### src/hw/rtl/dsd_pkg.sv
// Shared types, codes and default sizes for the deck shuffle and draw block.
`timescale 1ns / 1ps

package dsd_pkg;

	localparam int DEPTH_DEF    = 64;
	localparam int CARD_W_DEF   = 8;
	localparam int SAMPLE_W_DEF = 15;

	// Width of the deck size register, the deal position and the shuffle position.
	localparam int SIZE_W = 7;
	localparam logic [SIZE_W-1:0] DECK_SIZE_RST = SIZE_W'(40);

	typedef enum logic [2:0] {
		OP_WRITE   = 3'd0,
		OP_SHUFFLE = 3'd1,
		OP_SAMPLE  = 3'd2,
		OP_DRAW    = 3'd3,
		OP_RESTART = 3'd4
	} op_t;

	typedef enum logic [1:0] {
		ST_OK   = 2'd0,
		ST_ERR  = 2'd1,
		ST_REJ  = 2'd2,
		ST_DONE = 2'd3
	} st_t;

	typedef struct packed {
		logic load_in;
		logic write_card;
		logic set_shuffle;
		logic deal_inc;
		logic deal_clr;
		logic rd_deal;
		logic cap_card;
		logic div_start;
		logic div_step;
		logic rd_pos;
		logic rd_j;
		logic cap_a;
		logic wr_pos;
		logic wr_j;
		logic out_load;
		st_t  res;
	} dsd_cmd_t;

	typedef struct packed {
		op_t  op;
		logic busy;
		logic n_zero;
		logic n_one;
		logic deal_ok;
		logic div_last;
		logic reject;
		logic pos_last;
		logic out_free;
	} dsd_stat_t;

endpackage

### src/hw/rtl/dsd_ram.sv
// Generic single write port, single read port RAM with registered read data.
`timescale 1ns / 1ps

module dsd_ram #(
	parameter int WIDTH = 8,
	parameter int DEPTH = 64
) (
	input  logic                     clk,
	input  logic                     we,
	input  logic [$clog2(DEPTH)-1:0] waddr,
	input  logic [WIDTH-1:0]         wdata,
	input  logic                     re,
	input  logic [$clog2(DEPTH)-1:0] raddr,
	output logic [WIDTH-1:0]         rdata
);

	logic [WIDTH-1:0] mem_q [DEPTH];

	always_ff @(posedge clk) begin
		if (we) begin
			mem_q[waddr] <= wdata;
		end
		if (re) begin
			rdata <= mem_q[raddr];
		end
	end

endmodule

### src/hw/rtl/dsd_ctrl.sv
// Controller state machine that sequences each operation of the deck block.
`timescale 1ns / 1ps

module dsd_ctrl import dsd_pkg::*; (
	input  logic      clk,
	input  logic      arst_n,
	input  logic      in_valid,
	output logic      in_stall,
	input  dsd_stat_t stat,
	output dsd_cmd_t  cmd
);

	typedef enum logic [3:0] {
		S_IDLE,
		S_DECODE,
		S_DRAW_CAP,
		S_DIV,
		S_CHECK,
		S_RD_B,
		S_WR_A,
		S_WR_B,
		S_RESP
	} state_t;

	state_t state_q, state_d;
	st_t    res_q, res_d;

	assign in_stall = (state_q != S_IDLE);

	always_comb begin
		cmd     = '0;
		cmd.res = res_q;
		state_d = state_q;
		res_d   = res_q;
		unique case (state_q)
			S_IDLE: begin
				if (in_valid) begin
					cmd.load_in = 1'b1;
					state_d     = S_DECODE;
				end
			end
			S_DECODE: begin
				res_d   = ST_ERR;
				state_d = S_RESP;
				if (stat.op == OP_SAMPLE) begin
					if (stat.busy) begin
						cmd.div_start = 1'b1;
						state_d       = S_DIV;
					end
				end else if (!stat.busy) begin
					case (stat.op)
						OP_WRITE: begin
							cmd.write_card = 1'b1;
							res_d          = ST_OK;
						end
						OP_SHUFFLE: begin
							if (stat.n_one) begin
								res_d = ST_DONE;
							end else if (!stat.n_zero) begin
								cmd.set_shuffle = 1'b1;
								res_d           = ST_OK;
							end
						end
						OP_DRAW: begin
							if (stat.deal_ok) begin
								cmd.rd_deal = 1'b1;
								state_d     = S_DRAW_CAP;
							end
						end
						OP_RESTART: begin
							cmd.deal_clr = 1'b1;
							res_d        = ST_OK;
						end
						default: begin
							res_d = ST_ERR;
						end
					endcase
				end
			end
			S_DRAW_CAP: begin
				cmd.cap_card = 1'b1;
				cmd.deal_inc = 1'b1;
				res_d        = ST_OK;
				state_d      = S_RESP;
			end
			S_DIV: begin
				cmd.div_step = 1'b1;
				if (stat.div_last) begin
					state_d = S_CHECK;
				end
			end
			S_CHECK: begin
				if (stat.reject) begin
					res_d   = ST_REJ;
					state_d = S_RESP;
				end else begin
					cmd.rd_pos = 1'b1;
					state_d    = S_RD_B;
				end
			end
			S_RD_B: begin
				cmd.rd_j  = 1'b1;
				cmd.cap_a = 1'b1;
				state_d   = S_WR_A;
			end
			S_WR_A: begin
				cmd.wr_pos = 1'b1;
				state_d    = S_WR_B;
			end
			S_WR_B: begin
				cmd.wr_j = 1'b1;
				res_d    = stat.pos_last ? ST_DONE : ST_OK;
				state_d  = S_RESP;
			end
			S_RESP: begin
				if (stat.out_free) begin
					cmd.out_load = 1'b1;
					state_d      = S_IDLE;
				end
			end
			default: begin
				state_d = S_IDLE;
			end
		endcase
	end

	always_ff @(posedge clk or negedge arst_n) begin
		if (!arst_n) begin
			state_q <= S_IDLE;
			res_q   <= ST_OK;
		end else begin
			state_q <= state_d;
			res_q   <= res_d;
		end
	end

endmodule

### src/hw/rtl/dsd_dp.sv
// Datapath: deck registers, sample remainder unit, swap buffer and output word register.
`timescale 1ns / 1ps

module dsd_dp import dsd_pkg::*; #(
	parameter int DEPTH        = DEPTH_DEF,
	parameter int CARD_WIDTH   = CARD_W_DEF,
	parameter int SAMPLE_WIDTH = SAMPLE_W_DEF
) (
	input  logic                     clk,
	input  logic                     arst_n,
	input  logic                     cfg_valid,
	input  logic [SIZE_W-1:0]        cfg_data,
	input  logic [2:0]               op,
	input  logic [$clog2(DEPTH)-1:0] card_index,
	input  logic [CARD_WIDTH-1:0]    card_value,
	input  logic [SAMPLE_WIDTH-1:0]  random_sample,
	input  dsd_cmd_t                 cmd,
	output dsd_stat_t                stat,
	input  logic                     out_stall,
	output logic                     out_valid,
	output logic [1:0]               status,
	output logic [CARD_WIDTH-1:0]    card_out,
	output logic [SIZE_W-1:0]        cards_left,
	output logic                     shuffling,
	output logic                     ram_we,
	output logic [$clog2(DEPTH)-1:0] ram_waddr,
	output logic [CARD_WIDTH-1:0]    ram_wdata,
	output logic                     ram_re,
	output logic [$clog2(DEPTH)-1:0] ram_raddr,
	input  logic [CARD_WIDTH-1:0]    ram_rdata
);

	localparam int AW    = $clog2(DEPTH);
	localparam int CNT_W = $clog2(SAMPLE_WIDTH);
	localparam int SIZE_TOP = (1 << SIZE_W) - 1;
	localparam logic [SIZE_W-1:0] DEPTH_CAP =
		SIZE_W'((DEPTH > SIZE_TOP) ? SIZE_TOP : DEPTH);
	localparam logic [SAMPLE_WIDTH:0] RANGE = {1'b1, {SAMPLE_WIDTH{1'b0}}};
	localparam logic [CNT_W-1:0] CNT_LAST = CNT_W'(SAMPLE_WIDTH - 1);

	logic [SIZE_W-1:0]       deck_size_q;
	logic [SIZE_W-1:0]       deal_q;
	logic [SIZE_W-1:0]       pos_q;
	logic                    busy_q;
	logic [2:0]              op_q;
	logic [AW-1:0]           index_q;
	logic [CARD_WIDTH-1:0]   value_q;
	logic [SAMPLE_WIDTH-1:0] sample_q;
	logic [SAMPLE_WIDTH-1:0] shift_q;
	logic [SIZE_W-1:0]       rem_q;
	logic [CNT_W-1:0]        cnt_q;
	logic [CARD_WIDTH-1:0]   card_q;
	logic [CARD_WIDTH-1:0]   tmp_a_q;
	logic                    out_valid_q;
	logic [1:0]              status_q;
	logic [CARD_WIDTH-1:0]   card_out_q;
	logic [SIZE_W-1:0]       cards_left_q;
	logic                    shuffling_q;

	logic [SIZE_W-1:0]       eff_size;
	logic [SIZE_W-1:0]       lim;
	logic [SIZE_W:0]         rem_shift;
	logic [SIZE_W-1:0]       rem_next;
	logic [SAMPLE_WIDTH:0]   top_sum;
	logic [SIZE_W-1:0]       left_now;

	assign eff_size = (deck_size_q > DEPTH_CAP) ? DEPTH_CAP : deck_size_q;
	assign lim      = pos_q + SIZE_W'(1);
	assign left_now = (deal_q < eff_size) ? (eff_size - deal_q) : '0;

	// One restoring division step: bring in the next sample bit, subtract the limit if it fits.
	assign rem_shift = {rem_q, shift_q[SAMPLE_WIDTH-1]};
	assign rem_next  = (rem_shift >= {1'b0, lim}) ? SIZE_W'(rem_shift - {1'b0, lim})
		: SIZE_W'(rem_shift);

	// The sample minus its remainder is a multiple of the limit; it lies in the rejected
	// zone exactly when adding one more limit passes the full sample range.
	assign top_sum = {1'b0, sample_q} - (SAMPLE_WIDTH + 1)'(rem_q)
		+ (SAMPLE_WIDTH + 1)'(lim);

	always_comb begin
		stat          = '0;
		stat.op       = op_t'(op_q);
		stat.busy     = busy_q;
		stat.n_zero   = (eff_size == '0);
		stat.n_one    = (eff_size == SIZE_W'(1));
		stat.deal_ok  = (deal_q < eff_size);
		stat.div_last = (cnt_q == CNT_LAST);
		stat.reject   = (top_sum > RANGE);
		stat.pos_last = (pos_q == SIZE_W'(1));
		stat.out_free = !out_valid_q || !out_stall;
	end

	always_comb begin
		ram_we    = cmd.write_card || cmd.wr_pos || cmd.wr_j;
		ram_waddr = index_q;
		ram_wdata = value_q;
		if (cmd.wr_pos) begin
			ram_waddr = AW'(pos_q);
			ram_wdata = ram_rdata;
		end else if (cmd.wr_j) begin
			ram_waddr = AW'(rem_q);
			ram_wdata = tmp_a_q;
		end
		ram_re    = cmd.rd_deal || cmd.rd_pos || cmd.rd_j;
		ram_raddr = AW'(deal_q);
		if (cmd.rd_pos) begin
			ram_raddr = AW'(pos_q);
		end else if (cmd.rd_j) begin
			ram_raddr = AW'(rem_q);
		end
	end

	always_ff @(posedge clk or negedge arst_n) begin
		if (!arst_n) begin
			deck_size_q <= DECK_SIZE_RST;
			deal_q      <= '0;
			pos_q       <= '0;
			busy_q      <= 1'b0;
			cnt_q       <= '0;
			out_valid_q <= 1'b0;
		end else begin
			if (cfg_valid) begin
				deck_size_q <= cfg_data;
			end
			if (cmd.deal_clr) begin
				deal_q <= '0;
			end else if (cmd.deal_inc) begin
				deal_q <= deal_q + SIZE_W'(1);
			end
			if (cmd.set_shuffle) begin
				pos_q  <= eff_size - SIZE_W'(1);
				busy_q <= 1'b1;
			end else if (cmd.wr_j) begin
				pos_q <= pos_q - SIZE_W'(1);
				if (pos_q == SIZE_W'(1)) begin
					busy_q <= 1'b0;
				end
			end
			if (cmd.div_start) begin
				cnt_q <= '0;
			end else if (cmd.div_step) begin
				cnt_q <= cnt_q + CNT_W'(1);
			end
			if (cmd.out_load) begin
				out_valid_q <= 1'b1;
			end else if (!out_stall) begin
				out_valid_q <= 1'b0;
			end
		end
	end

	always_ff @(posedge clk) begin
		if (cmd.load_in) begin
			op_q     <= op;
			index_q  <= card_index;
			value_q  <= card_value;
			sample_q <= random_sample;
			card_q   <= '0;
		end
		if (cmd.div_start) begin
			shift_q <= sample_q;
			rem_q   <= '0;
		end else if (cmd.div_step) begin
			shift_q <= {shift_q[SAMPLE_WIDTH-2:0], 1'b0};
			rem_q   <= rem_next;
		end
		if (cmd.cap_card) begin
			card_q <= ram_rdata;
		end
		if (cmd.cap_a) begin
			tmp_a_q <= ram_rdata;
		end
		if (cmd.out_load) begin
			status_q     <= cmd.res;
			card_out_q   <= card_q;
			cards_left_q <= left_now;
			shuffling_q  <= busy_q;
		end
	end

	assign out_valid  = out_valid_q;
	assign status     = status_q;
	assign card_out   = card_out_q;
	assign cards_left = cards_left_q;
	assign shuffling  = shuffling_q;

endmodule

### src/hw/rtl/deck_shuffle_and_draw.sv
// Top level of the deck shuffle and draw block.
`timescale 1ns / 1ps

// Card store with an in-place Fisher-Yates shuffle fed by outside random words.
// Every input word gives exactly one result word. The block takes one word at a
// time. Write card, restart deal, start shuffle and every error go from the
// decode state straight to the response state. A draw adds a capture state
// because of the registered read of the card RAM. A random sample first runs
// a restoring remainder unit that handles one sample bit per cycle, then
// checks the rejection zone. A rejected sample then goes to the response
// state. An accepted sample then swaps two cards through the single read
// port and single write port of the card RAM. A new word is accepted while
// the last result still waits in the output register. Card entries hold no
// reset value, and they must be written before a draw or a shuffle reads
// them. The deck size register may be written at any time; it is always
// ready.
module deck_shuffle_and_draw import dsd_pkg::*; #(
	parameter int DEPTH        = DEPTH_DEF,
	parameter int CARD_WIDTH   = CARD_W_DEF,
	parameter int SAMPLE_WIDTH = SAMPLE_W_DEF
) (
	input  logic                     clk,
	input  logic                     arst_n,
	input  logic                     cfg_valid,
	output logic                     cfg_ready,
	input  logic [SIZE_W-1:0]        cfg_data,
	input  logic                     in_valid,
	output logic                     in_stall,
	input  logic [2:0]               op,
	input  logic [$clog2(DEPTH)-1:0] card_index,
	input  logic [CARD_WIDTH-1:0]    card_value,
	input  logic [SAMPLE_WIDTH-1:0]  random_sample,
	output logic                     out_valid,
	input  logic                     out_stall,
	output logic [1:0]               status,
	output logic [CARD_WIDTH-1:0]    card_out,
	output logic [SIZE_W-1:0]        cards_left,
	output logic                     shuffling
);

	localparam int AW = $clog2(DEPTH);

	dsd_cmd_t              cmd;
	dsd_stat_t             stat;
	logic                  ram_we;
	logic [AW-1:0]         ram_waddr;
	logic [CARD_WIDTH-1:0] ram_wdata;
	logic                  ram_re;
	logic [AW-1:0]         ram_raddr;
	logic [CARD_WIDTH-1:0] ram_rdata;

	assign cfg_ready = 1'b1;

	dsd_ctrl u_ctrl (
		.clk      (clk),
		.arst_n   (arst_n),
		.in_valid (in_valid),
		.in_stall (in_stall),
		.stat     (stat),
		.cmd      (cmd)
	);

	dsd_dp #(
		.DEPTH        (DEPTH),
		.CARD_WIDTH   (CARD_WIDTH),
		.SAMPLE_WIDTH (SAMPLE_WIDTH)
	) u_dp (
		.clk           (clk),
		.arst_n        (arst_n),
		.cfg_valid     (cfg_valid),
		.cfg_data      (cfg_data),
		.op            (op),
		.card_index    (card_index),
		.card_value    (card_value),
		.random_sample (random_sample),
		.cmd           (cmd),
		.stat          (stat),
		.out_stall     (out_stall),
		.out_valid     (out_valid),
		.status        (status),
		.card_out      (card_out),
		.cards_left    (cards_left),
		.shuffling     (shuffling),
		.ram_we        (ram_we),
		.ram_waddr     (ram_waddr),
		.ram_wdata     (ram_wdata),
		.ram_re        (ram_re),
		.ram_raddr     (ram_raddr),
		.ram_rdata     (ram_rdata)
	);

	dsd_ram #(
		.WIDTH (CARD_WIDTH),
		.DEPTH (DEPTH)
	) u_card_ram (
		.clk   (clk),
		.we    (ram_we),
		.waddr (ram_waddr),
		.wdata (ram_wdata),
		.re    (ram_re),
		.raddr (ram_raddr),
		.rdata (ram_rdata)
	);

endmodule
### config.mk
export PLATFORM = sky130hd
export DESIGN_NAME = deck_shuffle_and_draw
export DESIGN_NICKNAME = d
export VERILOG_FILES = /design/src/hw/rtl/dsd_pkg.sv /design/src/hw/rtl/dsd_ram.sv /design/src/hw/rtl/dsd_ctrl.sv /design/src/hw/rtl/dsd_dp.sv /design/src/hw/rtl/deck_shuffle_and_draw.sv
export SDC_FILE = /design/constraint.sdc
export NUM_CORES = 1
export LEC_CHECK = 0
export ABC_AREA = 0
export BUFFER_PORTS_ARGS = -buffer_cell sky130_fd_sc_hd__buf_2
export CORE_ASPECT_RATIO = 1.75
export CORE_MARGIN = 4
export CORE_UTILIZATION = 50
export DETAILED_ROUTE_END_ITERATION = 10
export HOLD_SLACK_MARGIN = 0.02
export PLACE_DENSITY = 0.76
export SYNTH_ARGS = -nofsm -noshare
export SYNTH_HDL_FRONTEND = slang
export SYNTH_HIERARCHICAL = 1
export SYNTH_SLANG_ARGS = --single-unit
### constraint.sdc
create_clock -name clk -period 17.3 [get_ports clk]
set_clock_uncertainty 0.1 [all_clocks]
set_input_delay 3.46 -clock clk [delete_from_list [all_inputs] [get_ports clk]]
set_output_delay 3.46 -clock clk [all_outputs]
set_load 0.05 [all_outputs]
### Word-level counts from Yosys, hierarchy flattened

Memory sizes are Yosys's and may differ from the RTL's. A register that Yosys moved wholly into a read port is not among the register bits.
Cells that the tools add are included.

* memories: 1
* RAM bits: 512
* output and inout port bits: 21
* bits in registers: 121
* word-level logic and storage cells: 146

Memories
* u_card_ram.mem_q: words 64, bits a word 8, rd ports 1, clocked after memory_dff 1, write ports 1, RTL line dsd_ram.sv:17 `logic [WIDTH-1:0] mem_q [DEPTH];`

* reductions and logical operators: 22
* add/sub/neg operators: 9
* muxes and demuxes: 70
* magnitude comparators: 4
* equality and inequality tests: 20

Operator list (number)
* 2-to-1 mux 4 bit: 11
* 2-to-1 mux 7 bit: 6
* 2-to-1 mux 8 bit: 4
* one-hot mux 4 bit (8 select lines): 1
* 2-to-1 mux 15 bit: 2
* 2-to-1 mux 1 bit: 28
* 2-to-1 mux 2 bit: 12
* 2-to-1 mux 6 bit: 4
* adder 16 x 7 -> 16 bit: 1
* equality test 4 x 3 -> 1 bit (second input constant): 4
* greater-than comparator 16 bit (second input constant): 1
* subtractor 15 x 7 -> 16 bit: 1
* adder 7 x 1 -> 7 bit (second input constant): 2
* equality test 7 x 1 -> 1 bit (second input constant): 2
* subtractor 7 x 1 -> 7 bit (second input constant): 2
* subtractor 7 bit: 2
* nonzero test 2 bit: 5
* equality test 4 x 2 -> 1 bit (second input constant): 2
* equality test 4 bit (second input constant): 2
* >= comparator 8 x 7 -> 1 bit: 1
* inequality test 2 bit (second input constant): 4
* one-hot mux 2 bit (4 select lines): 1
* nonzero test 4 bit: 2
* greater-than comparator 7 bit (second input constant): 1
* 16 further kinds: 24

### Depth between registers and ports, before layout

* depth after elaboration: 13
* depth in mapped cells: 28
* mapped depth without buffers: 22

### Hierarchy

The synthesis kept the hierarchy.

By module, submodules not included
* dsd_ram: times used 1, seq. area each 15615.0 sq um, area each 20246.9 sq um, cells an instance 940
* dsd_dp: times used 1, seq. area each 3250.6 sq um, area each 6677.7 sq um, cells an instance 610
* dsd_ctrl: times used 1, seq. area each 150.1 sq um, area each 613.1 sq um, cells an instance 79
* deck_shuffle_and_draw: times used 1, seq. area each 0.0 sq um, area each 11.3 sq um, cells an instance 2

### Worst setup path before layout

No wires, ideal clock.

* path kind: register to register
* start point: register u_dp.pos_q[0]
* end point: register u_card_ram.rdata[3] (read register of u_card_ram.mem_q) (data pin)
* data arrival time: 5.400 ns
* required time: 16.921 ns
* path slack: 11.521 ns
* buffers on the path: 3
* stages on the path, launching flop included: 23
* cells stage by stage: dfrtp_1 > inv_1 > ha_1 > fa_1 > inv_1 > fa_1 > xnor2_1 > a2111oi_2 > o211ai_1 > nor4_1 > nand4b_1 > nor4_1 > nor2_1 > nor3_1 > clkbuf_1 > nand2_1 > o21ai_0 > buf_6 > buf_4 > mux4_2 > mux4_2 > o21ai_1 > o41ai_1

RTL lines
* from (decl): RTL line dsd_dp.sv:43 `logic [SIZE_W-1:0] pos_q;`
* from (signal assigned): RTL line dsd_dp.sv:132 `pos_q <= eff_size - SIZE_W'(1);`
* from (signal assigned): RTL line dsd_dp.sv:135 `pos_q <= pos_q - SIZE_W'(1);`
* to (decl): RTL line dsd_ram.sv:14 `output logic [WIDTH-1:0] rdata`

==> flow_summary_export.csv <==
group,metric,value,unit
clocking,clockBufferDepth,3,
hold_path,min_path_type,"reg2reg",
global_route,grt_overflow,0,
clocking,postCtsSetupBuffers,0,
synthesis,yosysTopAreaCellShare,65.5,%
floorplanning,dieWidth,185,um
final_layout,n_fill_cell,4028,
detailed_routing,ant_nets,0,
floorplanning,row_count,113,
critical_path,crit_chain,"ha_1, nand3_1, nor2_1, xnor2_1, fa_1, inv_1, ha_1, and3_1, a2111oi_0, a221o_1, o2111ai_1, nor4_1, nor2_1, nor3_2, buf_4, nand2_1, o21ai_4, buf_4, buf_4, mux4_2, mux2_2, a221oi_1, o2bb2ai_1",
timing,finalCritPeriodShare,46.4,%
critical_path,worst_setup_path_end_kind,"register",
detailed_routing,wl_per_cell,26.3,um
synthesis,syn_nets,1723,
status,violations,"capacitance limit, slew limit",
timing,worst_pin_slew,1.55,ns
detailed_routing,routed_wirelength,64000,um
critical_path,cp_slowest_cell,"a221oi_1",
critical_path,cp.arrival,8.24,ns
clocking,numCtsBuffers,54,
critical_path,crit_required,17.51,ns
synthesis,synth_edf_count,601,
synthesis,synth-main-ff-cell,"edfxtp_1",
global_route,grt_pass1_vias,15400,
timing,setup_tns,0,ns
global_route,antenna_found_initial,0,
clocking,clk_latency,0.60,ns
detailed_routing,dr_total_vias,15000,
status,status,"finished, violations left",
final_layout,layout-drive-gt1-share,21.2,%
synthesis,synth_top_area_cell,"edfxtp_1",
floorplanning,core,54400,um^2
pwr,ir_drop,107,uV
pwr,powerDensity,139,nW/um^2
clocking,cts_tree,"done",
pwr,power_leakage,9.70,nW
synthesis,yosys_warnings,6,
synthesis,ys_ff_latch,641,
clocking,cts.sinks,641,
final_layout,area_growth,10.2,%
synthesis,async_reset_ff_share,5.15,%
synthesis,avgSynthCellArea,16.9,um^2
critical_path,start_kind,"register",
run,cap_violations,1,
timing,worst_slew_margin_rel,-4.62,%
final_layout,mostFrequentLayoutCells,"edfxtp_1, nor2_1, mux4_2",
floorplanning,die_h,319,um
placement,io_buffers,63,
floorplanning,num_io_pins,65,
critical_path,crit_fanout,52,
critical_path,crit_type,"reg2reg",
timing,finalMaxSlewViolations,10,
placement,gp_congestion,0.871,
synthesis,synth-seq-area-share,69.0,%
timing,finalCriticalPeriod,8.03,ns
floorplanning,die_area,59100,um^2
synthesis,synthDistinctLibCells,83,
final_layout,final_common_cell,"edfxtp_1",
clocking,clkTransAtPathRegs,0.07,ns
clocking,root_buffer,"clkbuf_16",
clocking,postCtsHoldBufs,0,
critical_path,cpPeakStageDelay,0.78,ns
floorplanning,start_util,50.6,%
detailed_routing,dr.first_iter.drc_count,1417,
final_layout,diodes,0,
timing,rsz0062_at_grt,"no",
detailed_routing,dr.pass1.iters,6,
final_layout,finalCoreUtilization,55.8,%
synthesis,syn-cell-area,27500,um^2
synthesis,yosys-top-cells-area,"edfxtp_1, mux4_2, dfrtp_1",
timing,finalSetupViolCount,0,
placement,dp_hpwl,42800,um
timing,hold_violations,0,
synthesis,postSynthCellCount,1631,
global_route,grt_pass1_wl,96100,um
critical_path,path_common_cell,"buf_4",
detailed_routing,drc,0,
final_layout,register_area,19000,um^2
global_route,gr-usage-all-layers,21.7,%
clocking,cts_resized,0,
final_layout,final_nets,1787,
detailed_routing,vias_per_cell,6.18,
final_layout,multi_input_area,8010,um^2
timing,fmax,0.125,GHz
clocking,cts_max_level,2,
global_route,grt_max_degree,112,
==> worst max-delay path: cells and delay by family (launching register included) <==
| kind | cells | cell delay [ns] |
|---|---|---|
| AO/OA/AOI/OAI | 6 | 2.11 |
| XOR/XNOR | 1 | 0.11 |
| adder cells (fa/ha/maj) | 3 | 1.07 |
| buffers and inverters | 4 | 1.58 |
| flip-flops | 1 | 0.56 |
| multiplexers | 2 | 0.88 |
| AND/OR/NAND/NOR | 7 | 1.29 |
==> cell families (layout without fill, tap and decap cells) <==
family,Yosys count,count (layout),share of synthesized area [%]
compound gates,189,189,4.84
xor+xnor,33,33,1.05
fa+ha+maj,48,48,2.43
buf+inv,142,249,2.50
flops,641,641,69.0
mux,210,210,13.5
other cells,1,1,0.0136
simple gates,367,367,6.64
==> flip-flops by register name, summed over array words and instances, names as in the netlist, 6 cells and up <==
signal	count
u_card_ram/mem_q	512
u_dp/sample_q	15
u_dp/shift_q	15
u_card_ram/rdata	8
u_dp/card_out	8
u_dp/card_q	8
u_dp/tmp_a_q	8
u_dp/value_q	8
u_dp/cards_left	7
u_dp/deal_q	7
u_dp/deck_size_q	7
u_dp/pos_q	7
u_dp/rem_q	7
u_dp/index_q	6
==> area by class of cell <==
cell class / count / share of cell area (%)
Multi-Input combinational cell: 848 / 26.4
Timing Repair Buffer: 91 / 1.76
Sequential cell: 641 / 62.6
Clock buffer: 66 / 4.67
Inverter: 59 / 0.729
Clock inverter: 33 / 0.985
Tap cell: 690 / 2.84
==> cells in the mapped netlist, types with 11 or more instances <==
library cell / n
ha_1: 39
and2_1: 15
buf_4: 18
xnor2_1: 15
mux2i_1: 50
clkbuf_1: 35
nand3_1: 22
dfrtp_1: 31
o21ai_0: 48
edfxtp_1: 601
a21oi_1: 26
inv_1: 59
nor3_1: 19
nand2b_1: 15
nor2b_1: 28
nor2_1: 131
xor2_1: 18
buf_2: 15
nand2_1: 68
mux4_2: 126
mux2_2: 34
o221ai_1: 11
==> final timing paths <==
| path | cells past startpoint | slack [ns] | end | startpoint |
|---|---|---|---|---|
| worst max-delay path | 23 | 9.27 | u_card_ram/rdata[1] | u_dp/pos_q[0] |
| worst min-delay path | 0 | 0.32 | u_dp/card_out[6] | u_dp/card_q[6] |
| worst max register to register | 23 | 9.27 | u_card_ram/rdata[1] | u_dp/pos_q[0] |
| worst min register to register | 0 | 0.32 | u_dp/card_out[6] | u_dp/card_q[6] |
| max in group asynchronous | 1 | 13.73 | u_dp/deck_size_q[0] | arst_n |
| min in group asynchronous | 1 | 2.86 | u_ctrl/res_q[0] | arst_n |
==> where the power goes <==
group / internal (mW) / switching (mW)
logic: 0.465 / 0.682
registers: 1.82 / 0.0674
clock network: 0.646 / 0.532
total: 2.93 / 1.28
==> per-stage QoR <==
stage               setup slack, ns  std cells  power (mW)  hold slack [ns]  instance area [um^2]
global placement               9.46       2328        3.04            0.306                 28600
global route                   8.90       2428        4.42            0.332                 30400
floorplan                     11.52       1631        2.80            0.300                 27500
finish                         9.27       2428        4.21            0.321                 30400
detailed placement             9.35       2328        3.06            0.307                 28600
CTS                            9.33       2427        4.23            0.322                 30400
==> per-layer routing <==
metal,vias up,share of wire (%),track usage (%)
met2,645,56,40.4
met4,0,5.9,10.7
met5,-,0,0
met3,175,5.4,2.91
li1,6533,-,-
met1,7642,33,23.8
(Power assumes the default switching activity.)
